### src/rtl/ssrf_pkg.sv
package ssrf_pkg;

  // default bank sizes and thread id width
  localparam int DEF_INT_REGS       = 1024;
  localparam int DEF_FLT_REGS       = 128;
  localparam int DEF_THREAD_ID_BITS = 8;

  // field widths
  localparam int OP_W    = 2;
  localparam int IDX_W   = 10;
  localparam int CNT_W   = 11;
  localparam int SYNC_W  = 2;
  localparam int VAL_W   = 64;
  localparam int TID_W   = 8;
  localparam int SIZE_W  = 4;
  localparam int TAG_W   = 44;
  localparam int STAT_W  = 3;
  localparam int ENTRY_W = SYNC_W + VAL_W;

  // sweep pointer and remaining count, wide enough for index plus count
  // and for the largest bank
  localparam int SWP_W = 13;

  // sync states
  localparam logic [SYNC_W-1:0] SYNC_EMPTY   = 2'd0;
  localparam logic [SYNC_W-1:0] SYNC_PENDING = 2'd1;
  localparam logic [SYNC_W-1:0] SYNC_WAITING = 2'd2;
  localparam logic [SYNC_W-1:0] SYNC_FULL    = 2'd3;

  typedef enum logic [OP_W-1:0] {
    OP_READ  = 2'd0,
    OP_WRITE = 2'd1,
    OP_CLEAR = 2'd2
  } op_e;

  typedef enum logic [STAT_W-1:0] {
    ST_OK         = 3'd0,
    ST_RANGE      = 3'd1,
    ST_RESET_WAIT = 3'd2,
    ST_MEM_PEND   = 3'd3,
    ST_WAKE_STALL = 3'd4
  } status_e;

  // controller to datapath
  typedef struct packed {
    logic capture;  // take a request and read the entry
    logic exec;     // evaluate the captured request
    logic emit;     // load the result registers
    logic load;     // load the sweep pointer from the request
    logic sweep;    // write an empty entry at the sweep pointer
    logic init;     // sweep covers both banks after reset
  } cmd_t;

  // datapath to controller
  typedef struct packed {
    logic clear_go;    // in-range clear with a nonzero count
    logic sweep_last;  // last entry of the sweep
  } stat_t;

endpackage

### src/rtl/ssrf_ctrl.sv
module ssrf_ctrl
  import ssrf_pkg::*;
(
  input  logic  clk_i,
  input  logic  rst_ni,
  input  logic  start,
  output logic  busy,
  input  stat_t stat_i,
  output cmd_t  cmd_o
);

  localparam logic [1:0] S_INIT  = 2'd0;
  localparam logic [1:0] S_IDLE  = 2'd1;
  localparam logic [1:0] S_EXEC  = 2'd2;
  localparam logic [1:0] S_CLEAR = 2'd3;

  logic [1:0] state_q, state_d;

  // next state and commands
  always_comb begin
    state_d = state_q;
    cmd_o   = '0;
    case (state_q)
      S_INIT: begin
        cmd_o.sweep = 1'b1;
        cmd_o.init  = 1'b1;
        if (stat_i.sweep_last) begin
          state_d = S_IDLE;
        end
      end
      S_IDLE: begin
        if (start) begin
          cmd_o.capture = 1'b1;
          state_d       = S_EXEC;
        end
      end
      S_EXEC: begin
        cmd_o.exec = 1'b1;
        if (stat_i.clear_go) begin
          cmd_o.load = 1'b1;
          state_d    = S_CLEAR;
        end else begin
          cmd_o.emit = 1'b1;
          state_d    = S_IDLE;
        end
      end
      S_CLEAR: begin
        cmd_o.sweep = 1'b1;
        if (stat_i.sweep_last) begin
          cmd_o.emit = 1'b1;
          state_d    = S_IDLE;
        end
      end
      default: begin
        state_d = S_IDLE;
      end
    endcase
  end

  // state register, reset starts the clearing pass
  always_ff @(posedge clk_i or negedge rst_ni) begin
    if (!rst_ni) begin
      state_q <= S_INIT;
    end else begin
      state_q <= state_d;
    end
  end

  assign busy = (state_q != S_IDLE);

  // an accepted request is evaluated in the next cycle
  a_accept_exec: assert property (@(posedge clk_i) disable iff (!rst_ni)
    (start && !busy) |=> (state_q == S_EXEC))
    else $error("accepted request not evaluated");

  // a range clear sweep only follows evaluation
  a_clear_entry: assert property (@(posedge clk_i) disable iff (!rst_ni)
    (state_q == S_CLEAR) |-> ($past(state_q) == S_EXEC || $past(state_q) == S_CLEAR))
    else $error("clear sweep entered without a request");

  // the last entry of a clear sweep returns to idle
  a_clear_exit: assert property (@(posedge clk_i) disable iff (!rst_ni)
    (state_q == S_CLEAR && stat_i.sweep_last) |=> (state_q == S_IDLE))
    else $error("clear sweep did not finish");

endmodule

### config.mk
export PLATFORM = sky130hd
export DESIGN_NAME = ssrf_ctrl
export DESIGN_NICKNAME = d
export VERILOG_FILES = /design/src/rtl/ssrf_pkg.sv /design/src/rtl/ssrf_ctrl.sv
export SDC_FILE = /design/constraint.sdc
export NUM_CORES = 1
export LEC_CHECK = 0
export BUFFER_PORTS_ARGS = -buffer_cell sky130_fd_sc_hd__buf_2
export CAP_MARGIN = 20
export CORE_AREA = 2 2 39 41
export CTS_CLUSTER_DIAMETER = 150
export DETAILED_ROUTE_END_ITERATION = 16
export DIE_AREA = 0 0 41 43
export PLACE_DENSITY_LB_ADDON = 0.12
export SLEW_MARGIN = 5
export SYNTH_ARGS = -nofsm -noshare
export SYNTH_HDL_FRONTEND = slang
export SYNTH_SLANG_ARGS = --single-unit
### constraint.sdc
create_clock -name clk_i -period 1.3 [get_ports clk_i]
set_input_delay 0.26 -clock clk_i [delete_from_list [all_inputs] [get_ports clk_i]]
set_output_delay 0.26 -clock clk_i [all_outputs]
set_load 0.02 [all_outputs]
==> impl_summary.md, run 1 <==
Die
The floorplan step defined a core boundary enclosing 1380 sq um. The initial core utilization is 12.5%. The floorplan has 14 rows. Pin placement for this block handled 12 I/O pins. The die height is 43 um. The x dimension of the die is 41 um.

The floorplan step defined a die boundary enclosing 1760 sq um.

Yosys
The count of yosys warnings during synthesis is 0. The synthesized area per cell is 8.22 sq um. The cell area after synthesis is 173 sq um.

The number of nets in the synthesized netlist is 30. The number of instances in the synthesized netlist is 21. After synthesis, flip-flops and latches occupy 29.0% of the total area. The count of different cell masters after synthesis is 9. The flip-flop and latch count after synthesis is 2.

Placement
Port buffering added 11 buffers. The wire-length estimate of the detail-placed layout is 350 um. The placed instances occupy a cell area of 272 sq um.

The pre-CTS worst setup slack is 20.1 ps. At the end of routability-driven placement, the weighted congestion stood at 0.648.

Min path
The kind of path behind the tightest hold check is primary input to asynchronous set/reset pin.

Clocking
The clock latency on the worst-skew pair is 220 ps. TritonCTS created 3 clock buffers. CTS saw 2 sinks.

The number of buffers on the longest clock path is 2. The clock tree from TritonCTS is yes. In this run the number of H-tree levels came out at 1. The clock transition at the registers of the reported paths is 30 ps. The tree is rooted in a sky130_fd_sc_hd__clkbuf_4.

STA
Based on the critical path, the design can be clocked at up to 703 MHz. Adding up every negative setup slack in the final design gives -456 ps. The minimum setup slack in the final design is -123 ps. The number of endpoints with negative hold slack in the final report came to 0. Setup repair after global routing could not meet its margin everywhere.

After layout, the minimum clock period comes to 1420 ps. Across the routed clock network, the largest skew measured is 2.98 ps. The final count of pins violating max slew is 0.

The post-route clock period utilization is 109%. The worst-margin pin slew is 204 ps. The relative slew slack is 86.4%. Hold is met by 348 ps. Setup violations remaining at the end of the flow were counted as 7.

Setup path
The cell type with the highest occurrence count on the critical path is sky130_fd_sc_hd__buf_6. The signal on the critical path passes through buf_6, ha_4, and2_4, buf_6. The required time of the critical path is 1040 ps.

The worst setup path is launched from a flip-flop. The cell with the biggest individual delay on the critical path is sky130_fd_sc_hd__dfrtp_1. The largest driver fanout on the critical path is 3. The critical path class is flip-flop to output port. The largest single stage delay on the critical path is 390 ps.

The capturing element type of the critical path is an output port. The worst path arrival time is 1160 ps.

Route
After detailed routing, the number of remaining DRC violations is 0. The final routed wire length divided by cell count is 8.29 um. The first detailed-routing pass took 4 iterations.

The remaining antenna violation count is 0. The detailed-route vias per instance is 3.59. The routed layout has 201 vias. The DRC marker count from the first detailed-route iteration is 3. The final wirelength is 464 um.

Finish
The synthesis-to-finish area growth is 140%. The fill cell total of the finished layout is 153. For this run, the share of the core covered by cells in the final layout is 29.9%. In the final layout, the registers with the most flip-flops are state_q: 2 flops. The largest register by flop count is state_q. 0 antenna diodes ended up in the layout. At the end of the flow, the number of nets in the layout was 51. The register with the most flip-flops in the layout has 2 of them. In the final layout, the multi-input gates occupy 159 sq um. The finished layout cell area is 414 sq um.

The footprint of the flip-flops and latches is 50.0 sq um. Cells with a size suffix above 1 make up 77.5% of the layout.

Pwr
The worst vdd rail ir drop is 0.901 mV. The static leakage power is 0.000195 uW. The power density over cell area is 2700 nW/um^2.

Global routing
After global routing the overflow that remains totals 0. The initial antenna violation count is 0. The largest net degree at the start of global routing is 5.

The wire length of the first global-routing pass is 738 um. The via count of the first global-routing pass was 198. The total global-route track usage is 6.63%.

Status
The flow ran to the end, but the final reports show violations. The checks that failed: negative setup slack.

Run
The number of maximum-capacitance constraint violations is 0.
## worst paths after layout
kind | end | slack, ps | startpoint | cells past startpoint
min | state_q[0]$_DFFE_PN0P_ | 350 | rst_ni | 2
max | cmd_o[2] | -120 | state_q[1]$_DFFE_PN0P_ | 4
min in group clk_i | state_q[0]$_DFFE_PN0P_ | 410 | stat_i[0] | 3
max reg2reg | state_q[1]$_DFFE_PN0P_ | -90 | state_q[1]$_DFFE_PN0P_ | 5
max in group asynchronous | state_q[1]$_DFFE_PN0P_ | 850 | rst_ni | 2
min reg2reg | state_q[1]$_DFFE_PN0P_ | 670 | state_q[1]$_DFFE_PN0P_ | 2
## power breakdown
group          internal (uW)  switching (uW)  leakage [uW]  total (uW)
Sequential              94.7            25.1     0.0000225         120
Clock                    102            33.2     0.0000138         135
Combinational            430             435      0.000159         865
## cells in the final DEF (no fill, tap or decap), drive strengths merged
cell type,synthesis,routed
dlygate4sd3,0,1
nor2,2,2
buf,0,15
o21ai,3,3
a21oi,1,1
o32a,1,1
clkbuf,0,3
and2,1,1
nand2,1,1
inv,6,6
ha,4,4
dfrtp,2,2
## area by class of cell
| class | count | share of cell area [%] |
|---|---|---|
| flip-flops and latches | 2 | 12.1 |
| multi-input cells | 13 | 38.4 |
| well taps | 16 | 4.83 |
| repair buffers | 16 | 33.2 |
| clock buffers | 3 | 5.44 |
| inverters | 6 | 6.04 |
## cells by family after synthesis
kind of cell	count (synthesis)	share of synthesized area [%]
flops	2	29.0
buf+inv	6	13.0
compound gates	5	17.4
simple gates	4	11.6
fa+ha+maj	4	29.0
## worst max-delay path, delay by kind of cell (launching register included)
| family | cells | cell delay, ps |
|---|---|---|
| fa+ha+maj | 1 | 160 |
| buf+inv | 2 | 260 |
| flops | 1 | 390 |
| simple gates | 1 | 140 |
## layer usage
metal / GRT usage (%) / up-vias / part of all wire, % / wire [um]
li1: - / 104 / - / -
met1: 6.75 / 93 / 42 / 197
met2: 9.38 / 4 / 54 / 250
met3: 3.14 / 0 / 3.2 / 15
met4: 6.00 / 0 / 0 / 0
met5: 0 / - / 0 / 0
## Yosys cell counts
cell / instances / area [sq um]
sky130_fd_sc_hd__a21oi_1: 1 / 5.00
sky130_fd_sc_hd__dfrtp_1: 2 / 50.1
sky130_fd_sc_hd__o21ai_0: 3 / 15.0
sky130_fd_sc_hd__inv_1: 6 / 22.5
sky130_fd_sc_hd__ha_1: 4 / 50.1
sky130_fd_sc_hd__and2_4: 1 / 8.76
sky130_fd_sc_hd__nand2_1: 1 / 3.75
sky130_fd_sc_hd__nor2_1: 2 / 7.51
sky130_fd_sc_hd__o32a_1: 1 / 10.0
## through the flow
step | total power [uW] | instances
after CTS | 1030 | 56
after global routing | 1210 | 56
after global placement | 668 | 50
after floorplan | 478 | 21
after detailed placement | 659 | 50
final | 1120 | 56
## timing repair
item | in CTS | in global routing
gates resized for setup | 20 | 6
endpoints found under the hold margin | 2 | 0
buffers inserted | 2 | 0
hold buffers | 1 | 0
setup endpoints to repair | 6 | 9
pin swaps | 3 | 5
No activity file was read; power rests on OpenSTA's default activity.
==> run 2, diff against run 1 <==
--- a/config.mk
+++ b/config.mk
@@ -12,6 +12,7 @@
 export DETAILED_ROUTE_END_ITERATION = 16
 export DIE_AREA = 0 0 41 43
 export PLACE_DENSITY_LB_ADDON = 0.12
+export SKIP_LAST_GASP = 1
 export SLEW_MARGIN = 5
 export SYNTH_ARGS = -nofsm -noshare
 export SYNTH_HDL_FRONTEND = slang
==> impl_summary.md, run 2 (synthesized netlist as in run 1, its figures left out) <==
Die
The number of rows in the core area is 14 (unchanged). The die height is 43 um (unchanged). The area enclosed by the die boundary is 1760 sq um (unchanged). The initial core utilization was 12.5% (unchanged).

The x dimension of the die is 41 um (unchanged). The number of I/O pins was 12 (unchanged). The placeable core area was 1380 sq um (unchanged).

Clocking
The clock buffer count from CTS is 3 (unchanged). The cell chosen for the clock root is sky130_fd_sc_hd__clkbuf_4. The clock latency on the worst-skew pair was 220 ps (about the same). The clock tree from TritonCTS is yes.

The number of buffers on the longest clock path was 2 (unchanged). The number of clock sinks came to 2 (unchanged). The CTS H-tree depth was 1 (unchanged). The clock transition at the registers of the reported paths is 30 ps (about the same).

Placement
The final HPWL from detailed placement came to 350 um (unchanged). The placed cell area is 272 sq um (unchanged). The pre-CTS worst setup slack was 20.1 ps (unchanged). The number of placed cells counting well taps is 50 (unchanged). The placer congestion estimate was 0.648 (unchanged). The number of input and output port buffers inserted came to 11 (unchanged).

Setup path
The worst path arrival time is 1160 ps (about the same). The required time of the critical path was 1040 ps (about the same). The critical path class is flip-flop to output port. The depth of the worst register-to-register path was 5 (unchanged).

The startpoint of the lowest-slack register-to-register path is state_q[1]$_DFFE_PN0P_. The largest driver fanout on the critical path is 3 (unchanged). STA classifies the critical path startpoint as a flip-flop.

The worst setup path is captured at an output port. The capture point of the worst reg-to-reg path is state_q[1]$_DFFE_PN0P_. The register-to-register setup slack is -90 ps (about the same).

STA
The achievable clock frequency is 703 MHz (unchanged). Setup repair after global routing could not meet its margin everywhere. The minimum setup slack in the final design is -123 ps (unchanged). The final worst clock skew is 2.98 ps (unchanged). The worst-margin pin slew is 203 ps (-0.109 ps). The post-layout minimum cycle time is 1420 ps (unchanged). The total setup violations reported at the end of the flow is 7 (unchanged). The final count of pins violating max slew was 0 (unchanged). The relative slew slack is 86.4% (about the same). The post-route clock period utilization is 109% (unchanged). The number of endpoints with negative hold slack in the final report is 0 (unchanged).

Global routing
The total global-route track usage came to 6.63% (unchanged). The largest net degree at the start of global routing came to 5 (unchanged). The via count of the first global-routing pass is 198 (unchanged).

The initial antenna violation count is 0 (unchanged). The global routing's busiest layer is met2. The global-route met2 utilization is 9.38% (unchanged). The met3 track utilization from global routing came to 3.14% (unchanged).

The met1 global-route usage came to 6.75% (unchanged). The wire length of the first global-routing pass is 738 um (unchanged). The total congestion overflow after global routing was 0 (unchanged).

Pwr
The power density over cell area is 2630 nW/um^2 (-2.6%). The static leakage power came to 0.000196 uW (+0.30%). The worst vdd rail ir drop was 0.902 mV (about the same).

The power consumption is 1090 uW (-2.3%).

Route
The final wirelength came to 466 um (+0.43%). The remaining antenna violation count is 0 (unchanged). The DRC marker count from the first detailed-route iteration is 3 (unchanged).

The detailed-route vias per instance is 3.59 (unchanged). The final routed wire length divided by cell count came to 8.32 um (+0.43%). The via total after detailed routing is 201 (unchanged). The number of iterations in the first detailed-routing pass is 4 (unchanged).

The number of remaining DRC errors is 0 (unchanged).

Finish
The synthesis-to-finish area growth is 141%. The largest registers in the layout are state_q: 2 flops. In the layout the commonest cells are sky130_fd_sc_hd__buf_6, sky130_fd_sc_hd__buf_2, sky130_fd_sc_hd__ha_4, sky130_fd_sc_hd__inv_2, sky130_fd_sc_hd__clkbuf_4. The number of nets at the end of the flow is 51 (unchanged).

The finished layout cell area is 415 sq um (+0.30%). Counting flops per register, the top entry is state_q. The count of inserted antenna diode cells is 0 (unchanged). The flip-flop count of the largest register, all copies and words added is 2 (unchanged). The count of non-filler cells in the finished layout is 56 (unchanged). Leaving out fill and tap cells, the most frequent cell in the layout is sky130_fd_sc_hd__buf_6.

The final core utilization is 30.0% (+0.090 points). The layout cell share with drive strength beyond 1 is 75.0% (-2.5 points).

Status
The flow ran to the end, but the final reports show violations. The final reports fail on negative setup slack.

Min path
The tightest min-delay check is of the primary input to asynchronous set/reset pin type.

Run
The number of maximum-capacitance constraint violations is 0 (unchanged).
## run 2: changes by cell type in the layout (fill, tap and decap cells not counted)
cell                     delta
sky130_fd_sc_hd__inv_1      +1
sky130_fd_sc_hd__nor2_4     +1
sky130_fd_sc_hd__inv_2      -1
sky130_fd_sc_hd__buf_6      -1
sky130_fd_sc_hd__nor2_2     -1
sky130_fd_sc_hd__buf_4      +1
## run 2: worst max-delay path by stage
stage	startpoint	endpoint	slack, ps	cells past startpoint
2_1_floorplan	state_q[0]$_DFFE_PN0P_	cmd_o[3]	20	4
3_3_place_gp	state_q[1]$_DFFE_PN0P_	state_q[1]$_DFFE_PN0P_	20	4
3_5_place_dp	state_q[0]$_DFFE_PN0P_	state_q[1]$_DFFE_PN0P_	20	5
4_1_cts	state_q[0]$_DFFE_PN0P_	cmd_o[1]	-120	4
5_1_grt	state_q[0]$_DFFE_PN0P_	cmd_o[3]	-170	5
6_report	state_q[1]$_DFFE_PN0P_	cmd_o[2]	-120	4
## run 2: routing by layer
layer  wire length (um)  vias up
met5                  0        -
li1                   -      105
met4                  0        0
met2                248        4
met3                 16        0
met1                201       92
## run 2: layout make-up
class / count / area (sq um)
Clock buffer: 3 / 22.5
Tap cell: 16 / 20.0
Fill cell: 152 / 968
Inverter: 6 / 25.0
Sequential cell: 2 / 50.0
Timing Repair Buffer: 16 / 134
Multi-Input combinational cell: 13 / 164
## run 2: repair_timing
action                     4_1_cts  5_1_grt
setup endpoints to repair        6        9
pin swaps                        2        5
hold endpoints to repair         2        0
hold buffers                     1        0
setup buffers                    2        0
resized for setup               19        6
## run 2: critical path: stages, from the launching register on
cell and delay, ps:
sky130_fd_sc_hd__dfrtp_1 390, sky130_fd_sc_hd__buf_6 140, sky130_fd_sc_hd__ha_4 160, sky130_fd_sc_hd__and2_4 140
sky130_fd_sc_hd__buf_6 120
## run 2: through the flow
stage / TNS (ps) / hold WS [ps]
2_1_floorplan: 0 / -35.6
3_3_place_gp: 0 / 45.8
3_5_place_dp: 0 / 47.0
4_1_cts: -614 / 335
5_1_grt: -852 / 347
6_report: -500 / 348
## run 2: where the power goes
part	switching [uW]	internal [uW]
clock	33.2	102
combinational	431	408
sequential	25.1	94.7
total	490	604
